<file path="config.mk">
export PLATFORM = sky130hd
export DESIGN_NAME = tunnel_endpoint_match_table_unit
export DESIGN_NICKNAME = d
export VERILOG_FILES = /design/src/design/temt_pkg.sv /design/src/design/temt_ram.sv /design/src/design/temt_ctrl.sv /design/src/design/temt_dpath.sv /design/src/design/tunnel_endpoint_match_table_unit.sv
export SDC_FILE = /design/constraint.sdc
export NUM_CORES = 2
export LEC_CHECK = 0
export BUFFER_PORTS_ARGS = -buffer_cell sky130_fd_sc_hd__buf_2
export CAP_MARGIN = 10
export CORE_MARGIN = 5
export CORE_UTILIZATION = 60
export DETAILED_ROUTE_END_ITERATION = 10
export GPL_TIMING_DRIVEN = 0
export PLACE_DENSITY_LB_ADDON = 0.1
export SYNTH_ARGS = -nofsm -noshare
export SYNTH_HDL_FRONTEND = slang
export SYNTH_SLANG_ARGS = --single-unit
</file>
<file path="constraint.sdc">
create_clock -name clk -period 16.8 [get_ports clk]
set_clock_uncertainty 0.2 [all_clocks]
set_input_delay 1.68 -clock clk [delete_from_list [all_inputs] [get_ports clk]]
set_output_delay 1.68 -clock clk [all_outputs]
set_load 0.01 [all_outputs]
</file>
<file path="src/design/temt_pkg.sv">
// shared types, constants and helpers for the tunnel endpoint match table
`timescale 1ns / 1ps
package temt_pkg;

  localparam int ENTRIES = 16;
  localparam int IDX_W   = $clog2(ENTRIES);
  localparam int RANK_W  = $clog2(ENTRIES);

  localparam logic [2:0] OP_LOOKUP = 3'd0;
  localparam logic [2:0] OP_FIND   = 3'd1;
  localparam logic [2:0] OP_CREATE = 3'd2;
  localparam logic [2:0] OP_REMOVE = 3'd3;
  localparam logic [2:0] OP_SET_UP = 3'd4;

  localparam logic [2:0] ST_FOUND     = 3'd0;
  localparam logic [2:0] ST_CREATED   = 3'd1;
  localparam logic [2:0] ST_NOT_FOUND = 3'd2;
  localparam logic [2:0] ST_FULL      = 3'd3;
  localparam logic [2:0] ST_BAD_INDEX = 3'd4;

  localparam logic [1:0] CLS_BOTH   = 2'd0;
  localparam logic [1:0] CLS_REMOTE = 2'd1;
  localparam logic [1:0] CLS_LOCAL  = 2'd2;
  localparam logic [1:0] CLS_WILD   = 2'd3;

  typedef struct packed {
    logic [2:0]  op;
    logic [31:0] remote_addr;
    logic [31:0] local_addr;
    logic [3:0]  entry_index;
    logic        up_value;
  } req_t;

  typedef struct packed {
    logic [2:0] status;
    logic [3:0] result_index;
    logic [1:0] match_class;
  } rsp_t;

  // controller to datapath commands
  typedef struct packed {
    logic             load;
    logic             rd;
    logic [IDX_W-1:0] rd_addr;
    logic             finish;
  } ctl_t;

  function automatic logic [1:0] class_of(logic [31:0] rem, logic [31:0] loc);
    logic r;
    logic l;
    r = (rem != 32'd0);
    l = (loc != 32'd0);
    if (r && l) return CLS_BOTH;
    if (r) return CLS_REMOTE;
    if (l) return CLS_LOCAL;
    return CLS_WILD;
  endfunction

endpackage

</file>
<file path="src/design/temt_ram.sv">
// generic single-port-write ram with registered read
`timescale 1ns / 1ps
module temt_ram #(
  parameter int WIDTH = 64,
  parameter int DEPTH = 16
) (
  input  logic                     clk,
  input  logic                     we,
  input  logic [$clog2(DEPTH)-1:0] waddr,
  input  logic [WIDTH-1:0]         wdata,
  input  logic [$clog2(DEPTH)-1:0] raddr,
  output logic [WIDTH-1:0]         rdata
);

  logic [WIDTH-1:0] mem [DEPTH];

  always_ff @(posedge clk) begin
    if (we) begin
      mem[waddr] <= wdata;
    end
    rdata <= mem[raddr];
  end

endmodule

</file>
<file path="src/design/temt_ctrl.sv">
// controller: sequences the entry scan and the finishing cycle
`timescale 1ns / 1ps
module temt_ctrl (
  input  logic          clk,
  input  logic          rst,
  input  logic          start,
  input  logic [2:0]    op,
  output logic          busy,
  output temt_pkg::ctl_t ctl
);
  import temt_pkg::*;

  localparam logic [1:0] S_IDLE   = 2'd0;
  localparam logic [1:0] S_SCAN   = 2'd1;
  localparam logic [1:0] S_WAIT   = 2'd2;
  localparam logic [1:0] S_FINISH = 2'd3;

  localparam logic [IDX_W-1:0] LAST = IDX_W'(ENTRIES - 1);

  logic [1:0]       state, state_next;
  logic [IDX_W-1:0] cnt, cnt_next;

  always_comb begin
    state_next = state;
    cnt_next   = cnt;
    ctl        = '0;
    case (state)
      S_IDLE: begin
        if (start) begin
          ctl.load = 1'b1;
          cnt_next = '0;
          if (op inside {OP_LOOKUP, OP_FIND, OP_CREATE}) begin
            state_next = S_SCAN;
          end else begin
            state_next = S_FINISH;
          end
        end
      end
      S_SCAN: begin
        ctl.rd      = 1'b1;
        ctl.rd_addr = cnt;
        cnt_next    = cnt + IDX_W'(1);
        if (cnt == LAST) begin
          state_next = S_WAIT;
        end
      end
      // last read word is compared here
      S_WAIT: begin
        state_next = S_FINISH;
      end
      S_FINISH: begin
        ctl.finish = 1'b1;
        state_next = S_IDLE;
      end
      default: begin
        state_next = S_IDLE;
      end
    endcase
  end

  always_ff @(posedge clk) begin
    if (rst) begin
      state <= S_IDLE;
      cnt   <= '0;
    end else begin
      state <= state_next;
      cnt   <= cnt_next;
    end
  end

  assign busy = (state != S_IDLE);

  a_accept_busy: assert property (@(posedge clk) disable iff (rst)
    start && !busy |=> busy) else $error("accepted word did not raise busy");
  a_finish_idle: assert property (@(posedge clk) disable iff (rst)
    state == S_FINISH |=> state == S_IDLE) else $error("finish not followed by idle");
  a_scan_end: assert property (@(posedge clk) disable iff (rst)
    ctl.rd && cnt == LAST |=> state == S_WAIT) else $error("scan overran the table");
  a_finish_once: assert property (@(posedge clk) disable iff (rst)
    ctl.finish |=> !ctl.finish) else $error("finish held for two cycles");

endmodule

</file>
<file path="src/design/temt_dpath.sv">
// datapath: entry storage, scan trackers, result and table updates
`timescale 1ns / 1ps
module temt_dpath (
  input  logic           clk,
  input  logic           rst,
  input  temt_pkg::req_t request,
  input  temt_pkg::ctl_t ctl,
  output logic           done,
  output temt_pkg::rsp_t result
);
  import temt_pkg::*;

  req_t              req_q;
  logic [ENTRIES-1:0] valid;
  logic [ENTRIES-1:0] up;
  logic [RANK_W-1:0] rank [ENTRIES];

  logic [63:0]      rd_data;
  logic             scan_vld;
  logic [IDX_W-1:0] scan_idx;

  // per-class best candidate so far
  logic [3:0]        cls_hit;
  logic [IDX_W-1:0]  cls_idx  [4];
  logic [RANK_W-1:0] cls_rank [4];
  logic              wild_up;

  logic              ex_hit;
  logic [IDX_W-1:0]  ex_idx;
  logic [RANK_W-1:0] ex_rank;

  logic              free_hit;
  logic [IDX_W-1:0]  free_idx;

  logic [31:0]       e_rem, e_loc;
  logic [1:0]        e_cls;
  logic              e_v, e_u, e_match, e_cand;
  logic [RANK_W-1:0] e_r;

  logic [IDX_W-1:0]  ent_idx;
  logic              idx_ok;
  logic [RANK_W-1:0] gone;
  logic              do_create, do_remove, do_setup;
  rsp_t              res_next;

  temt_ram #(.WIDTH(64), .DEPTH(ENTRIES)) u_addr_ram (
    .clk   (clk),
    .we    (ctl.finish && do_create),
    .waddr (free_idx),
    .wdata ({req_q.remote_addr, req_q.local_addr}),
    .raddr (ctl.rd_addr),
    .rdata (rd_data)
  );

  always_comb begin
    e_rem = rd_data[63:32];
    e_loc = rd_data[31:0];
    e_cls = class_of(e_rem, e_loc);
    e_v   = valid[scan_idx];
    e_u   = up[scan_idx];
    e_r   = rank[scan_idx];
    case (e_cls)
      CLS_BOTH:   e_match = (e_rem == req_q.remote_addr) && (e_loc == req_q.local_addr);
      CLS_REMOTE: e_match = (e_rem == req_q.remote_addr);
      CLS_LOCAL:  e_match = (e_loc == req_q.local_addr);
      default:    e_match = 1'b1;
    endcase
    // the wildcard class takes its newest entry up or not
    e_cand = scan_vld && e_v && e_match && ((e_cls == CLS_WILD) || e_u);
  end

  always_comb begin
    ent_idx   = IDX_W'(req_q.entry_index);
    idx_ok    = (32'(req_q.entry_index) < 32'(ENTRIES)) && valid[ent_idx];
    gone      = rank[ent_idx];
    do_create = (req_q.op == OP_CREATE) && !ex_hit && free_hit;
    do_remove = (req_q.op == OP_REMOVE) && idx_ok;
    do_setup  = (req_q.op == OP_SET_UP) && idx_ok;

    res_next.status       = ST_NOT_FOUND;
    res_next.result_index = 4'd0;
    res_next.match_class  = CLS_BOTH;
    case (req_q.op)
      OP_LOOKUP: begin
        if (cls_hit[0]) begin
          res_next.status       = ST_FOUND;
          res_next.result_index = 4'(cls_idx[0]);
          res_next.match_class  = CLS_BOTH;
        end else if (cls_hit[1]) begin
          res_next.status       = ST_FOUND;
          res_next.result_index = 4'(cls_idx[1]);
          res_next.match_class  = CLS_REMOTE;
        end else if (cls_hit[2]) begin
          res_next.status       = ST_FOUND;
          res_next.result_index = 4'(cls_idx[2]);
          res_next.match_class  = CLS_LOCAL;
        end else if (cls_hit[3] && wild_up) begin
          res_next.status       = ST_FOUND;
          res_next.result_index = 4'(cls_idx[3]);
          res_next.match_class  = CLS_WILD;
        end
      end
      OP_FIND, OP_CREATE: begin
        if (ex_hit) begin
          res_next.status       = ST_FOUND;
          res_next.result_index = 4'(ex_idx);
          res_next.match_class  = class_of(req_q.remote_addr, req_q.local_addr);
        end else if (req_q.op == OP_CREATE) begin
          if (free_hit) begin
            res_next.status       = ST_CREATED;
            res_next.result_index = 4'(free_idx);
            res_next.match_class  = class_of(req_q.remote_addr, req_q.local_addr);
          end else begin
            res_next.status = ST_FULL;
          end
        end
      end
      OP_REMOVE, OP_SET_UP: begin
        res_next.result_index = req_q.entry_index;
        res_next.status       = idx_ok ? ST_FOUND : ST_BAD_INDEX;
      end
      default: begin
        res_next.status = ST_NOT_FOUND;
      end
    endcase
  end

  // control state
  always_ff @(posedge clk) begin
    if (rst) begin
      valid    <= '0;
      up       <= '0;
      done     <= 1'b0;
      scan_vld <= 1'b0;
      cls_hit  <= '0;
      ex_hit   <= 1'b0;
      free_hit <= 1'b0;
    end else begin
      done     <= ctl.finish;
      scan_vld <= ctl.rd;
      if (ctl.load) begin
        cls_hit  <= '0;
        ex_hit   <= 1'b0;
        free_hit <= 1'b0;
      end else if (scan_vld) begin
        if (e_cand && (!cls_hit[e_cls] || e_r < cls_rank[e_cls])) begin
          cls_hit[e_cls] <= 1'b1;
        end
        if (e_v && e_rem == req_q.remote_addr && e_loc == req_q.local_addr &&
            (!ex_hit || e_r < ex_rank)) begin
          ex_hit <= 1'b1;
        end
        if (!e_v) begin
          free_hit <= 1'b1;
        end
      end
      if (ctl.finish) begin
        if (do_create) begin
          valid[free_idx] <= 1'b1;
          up[free_idx]    <= 1'b0;
        end
        if (do_remove) begin
          valid[ent_idx] <= 1'b0;
          up[ent_idx]    <= 1'b0;
        end
        if (do_setup) begin
          up[ent_idx] <= req_q.up_value;
        end
      end
    end
  end

  // payload registers
  always_ff @(posedge clk) begin
    if (ctl.load) begin
      req_q <= request;
    end
    scan_idx <= ctl.rd_addr;
    if (scan_vld) begin
      if (e_cand && (!cls_hit[e_cls] || e_r < cls_rank[e_cls])) begin
        cls_idx[e_cls]  <= scan_idx;
        cls_rank[e_cls] <= e_r;
        if (e_cls == CLS_WILD) begin
          wild_up <= e_u;
        end
      end
      if (e_v && e_rem == req_q.remote_addr && e_loc == req_q.local_addr &&
          (!ex_hit || e_r < ex_rank)) begin
        ex_idx  <= scan_idx;
        ex_rank <= e_r;
      end
      if (!e_v && !free_hit) begin
        free_idx <= scan_idx;
      end
    end
    if (ctl.finish) begin
      result <= res_next;
    end
  end

  // recency ranks: 0 is the newest valid entry
  always_ff @(posedge clk) begin
    if (ctl.finish && do_create) begin
      for (int i = 0; i < ENTRIES; i++) begin
        if (valid[i]) begin
          rank[i] <= rank[i] + RANK_W'(1);
        end
      end
      rank[free_idx] <= '0;
    end else if (ctl.finish && do_remove) begin
      for (int i = 0; i < ENTRIES; i++) begin
        if (valid[i] && rank[i] > gone) begin
          rank[i] <= rank[i] - RANK_W'(1);
        end
      end
    end
  end

  a_done_pulse: assert property (@(posedge clk) disable iff (rst)
    done |=> !done) else $error("result strobe longer than one cycle");
  a_up_valid: assert property (@(posedge clk) disable iff (rst)
    (up & ~valid) == '0) else $error("up mark on a free entry");
  a_create_valid: assert property (@(posedge clk) disable iff (rst)
    ctl.finish && do_create |=> valid[free_idx]) else $error("created entry not valid");
  a_free_slot: assert property (@(posedge clk) disable iff (rst)
    ctl.finish && do_create |-> !valid[free_idx]) else $error("create into a used slot");

endmodule

</file>
<file path="src/design/tunnel_endpoint_match_table_unit.sv">
// IPv4 tunnel endpoint match table: top level
// Usage: drive a request word and raise start; the word is taken at a clock edge
// where start is high and busy is low. Ops are lookup, find exact, find or create,
// remove and set up mark. Each word gives exactly one result word, shown on result
// for one cycle with done high; the receiver must take it then, it cannot stall.
// Lookup, find exact and find or create scan the entry table one entry per cycle
// through the address ram read port; a wait state then compares the last read word,
// a finishing state follows and done is registered from it. Busy drops in the same
// cycle that done is high, so a new word can be taken at its closing edge.
// Remove and set up mark skip the scan: the accept goes straight to the finishing
// state, then done, and other op codes take the same path and answer not found.
// Reset (rst, synchronous, active high) frees every entry and clears all up marks;
// no clearing pass is needed, since entry valid bits live in flip-flops.
`timescale 1ns / 1ps
module tunnel_endpoint_match_table_unit (
  input  logic           clk,
  input  logic           rst,
  input  logic           start,
  output logic           busy,
  input  temt_pkg::req_t request,
  output logic           done,
  output temt_pkg::rsp_t result
);
  import temt_pkg::*;

  ctl_t ctl;

  temt_ctrl u_ctrl (
    .clk   (clk),
    .rst   (rst),
    .start (start),
    .op    (request.op),
    .busy  (busy),
    .ctl   (ctl)
  );

  temt_dpath u_dpath (
    .clk     (clk),
    .rst     (rst),
    .request (request),
    .ctl     (ctl),
    .done    (done),
    .result  (result)
  );

endmodule
</file>
==> metrics.txt <==
fin crit share 38.33%; I/O pin cnt 86; Overflow after GRT 0; initial antenna violation count 1; post_cts resized 0; Die H 317.9 um; Rel. slew slack 8.534%; CTS clk-pin slew, worst paths 60 ps; first-pass GRT wire length 229.6 mm; antenna cells 0; Post-Syn Instances a little over 4000; Pleak 0.02104 uW; CP max stage delay approximately 680 ps; # fillers 6558; CTS tree done; Horiz. Die Dim 317.9 um; flop and latch count out of synthesis between 1000 and 1500; initial cell density of the core roughly three fifths; post-synth top area share 60.72%; core area between 90000 and 100000 um2; die area 101100 um2; share of cells above drive strength 1 14.57%; max_cap viols 0; Worst Hold Path EP u_dpath.rank[12][3]; outcome completed; unrepaired setup endpoints after global routing false; post-synth top area cell edfxtp_1; FFs w/ async S/R, synth 0%; Cells after DPL approximately 5500; most common flop cell mapped by yosys edfxtp_1; Register Area 38180 um2; Setup TNS Final 0 ps; worst min path class flop to flop; syn avg cell area 14.02 um2; post-layout utilization of the core 68.25%; Post-CTS Setup Inserts 0; endpoints failing hold 0; CP Cell Sequence clkbuf_1 > buf_1 > mux4_2 > mux4_2 > inv_1 > ha_1 > nor2b_1 > o21a_1 > o21ai_0 > a211o_1 > buf_2 > inv_1 > ha_1 > a21o_1 > a21o_1 > a2111oi_0 > o21ai_0 > nor3b_1; DR iter-0 viols 4246; Least-Margin Pin Slew ~1400 ps; root buffer cell clkbuf_16; area grow syn2layout 13.51%; most numerous cell in the Yosys netlist edfxtp_1; total clock sinks 1332; placed inst area 59910 um2; Hold Path Origin u_dpath.rank[12][3]; fin. max-slew vios 0; port bufs 85; Final min period ~6400 ps; mean routed wirelength per cell ~27 um; mapped cell area 56880 um2; WP data required between 15000 and 20000 ps; ranking of synthesized cells by area edfxtp_1 61%, dfxtp_1 6.4%, mux2_2 4.0%; final std cells w/o fill around 5700; htree depth 4; Post-synth EDFFs approximately 1200; nature of the critical path startpoint flop; Routed Antenna Nets 0; clk buf depth 3; maximum fanout along the worst path 16; Syn Nets between 4000 and 5000; leading cell types by count after synthesis 1150 x edfxtp_1, 376 x a21oi_1, 262 x nand2_1; slowest cell on the critical path buf_1; largest net degree at the start of global routing 48; DR vias approximately 37000; drt via density approximately 6.4; PwrDens between 100 and 150 nW/um2; WHS Path Cells 2; synth unique cells 65; peak supply drop between 0.00008 and 0.00009 V; Final setup viols 0; Crit path arrival time 6850 ps; Synth Warn # 0; CP Class flop to flop; TritonCTS Buffers 137; Worst-Skew Late Latency 760 ps; # rows about 110; GRT Total Usage 30.02%; Final Routed Wirelength 154.1 mm; worst-case reg-to-reg path depth 18; reg2reg setup slack roughly 10000 ps; DR pass1 iterations 6; Total Nets Final 4526; Fmax 155.3 MHz; gpl congestion 0.9734; reg2reg end u_dpath.rank[1][3]; CP Capture Type flop; DRC viols 0; HPWL Detailed roughly 110 mm; sequential area share after synthesis 67.12%; vias in the first global route 36078; area occupied by multi-input gates 17610 um2; hold-fix buffers at CTS 0; final instance area 64560 um2
-- where the power goes --
| group | leakage [uW] | internal (uW) | switching (uW) |
|---|---|---|---|
| Combinational | 0.00692 | 455 | 725 |
| Sequential | 0.0119 | 3870 | 278 |
| Clock | 0.00224 | 1770 | 1310 |
| Total | 0.0210 | 6090 | 2320 |
-- critical path: cells and delay by family (launching register included) --
family	cells	cell delay [ps]
buffers and inverters	5	2020
DFF	1	300
AOI/OAI and AO/OA	7	1650
muxes	2	1130
and+or+nand+nor	2	300
adders and majority gates	2	660
-- worst max path at each step --
stage | slack, ps | endpoint | depth (start not counted)
floorplan | 11380 | u_dpath.rank[3][3] | 18
global placement | 7660 | u_dpath.rank[7][1] | 6
detailed placement | 10430 | u_dpath.rank[1][3] | 18
CTS | 10380 | u_dpath.rank[1][3] | 18
global route | 9840 | u_dpath.rank[1][3] | 18
finish | 10360 | u_dpath.rank[1][3] | 18
-- routing by layer --
layer	track usage (%)	vias up	routed length [um]
met5	0	-	0
met4	11.61	0	6070
li1	-	16213	-
met2	47.53	1786	72230
met3	5.908	315	13530
met1	41.79	18218	62240
-- per-stage QoR --
step | setup slack [ps] | hold slack [ps] | power (uW)
2_1_floorplan | 11380 | 254.8 | 4861
3_3_place_gp | 7660 | 272.1 | 5325
3_5_place_dp | 10430 | 291.3 | 5358
4_1_cts | 10380 | 299.9 | 8416
5_1_grt | 9843 | 340.8 | 8689
6_report | 10360 | 301.6 | 8411
-- final cells by class --
type / count / share of cell area [%]
sequential: 1332 / 59.14
multi-input combinational: 2416 / 27.28
clock buffer: 182 / 5.836
tap: 1265 / 2.452
timing repair buffer: 132 / 2.060
buffer: 235 / 1.454
clock inverter: 71 / 1.343
inverter: 73 / 0.4361
-- logic make-up (layout without fill, tap and decap cells) --
family	Yosys count	count (layout)	synth area share, %
fa+ha+maj	124	124	2.939
flops	1332	1332	67.12
simple gates	783	783	6.538
xor+xnor	81	81	1.247
mux	397	397	8.630
compound gates	1031	1031	11.40
buf+inv	308	693	2.127
-- cells in the final DEF (no fill, tap or decap), drive strengths merged, types with 7 or more instances in the layout --
master and count:
a2111oi 12, a211o 30, a211oi 147, a21o 42, a21oi 377, a221o 16
a221oi 19, a22oi 17, and2 9, and3 16, buf 174, bufinv 11
clkbuf 375, clkinv 48, clkinvlp 7, dfxtp 182, edfxtp 1150, fa 16
ha 108, inv 78, mux2 201, mux2i 142, mux4 54, nand2 262
nand2b 27, nand3 26, nand4 41, nor2 202, nor2b 90, nor3 41
nor3b 12, nor4 38, o211ai 65, o21a 23, o21ai 194, o31ai 72
xnor2 66, xor2 15
-- flip-flops by register name (all words and copies together) (netlist names), 2 cells and up, named ones only --
name / cells
u_dpath.u_addr_ram.mem: 1024
u_dpath.req_q: 68
u_dpath.rank: 64
u_dpath.u_addr_ram.rdata: 64
u_dpath.cls_idx: 16
u_dpath.cls_rank: 16
u_dpath.up: 16
u_dpath.valid: 16
u_dpath.result: 9
u_ctrl.cnt: 4
u_dpath.cls_hit: 4
u_dpath.ent_idx: 4
u_dpath.ex_idx: 4
u_dpath.ex_rank: 4
u_dpath.free_idx: 4
u_dpath.scan_idx: 4
u_ctrl.state: 2
Note: power is estimated with default switching activity, not from simulation.
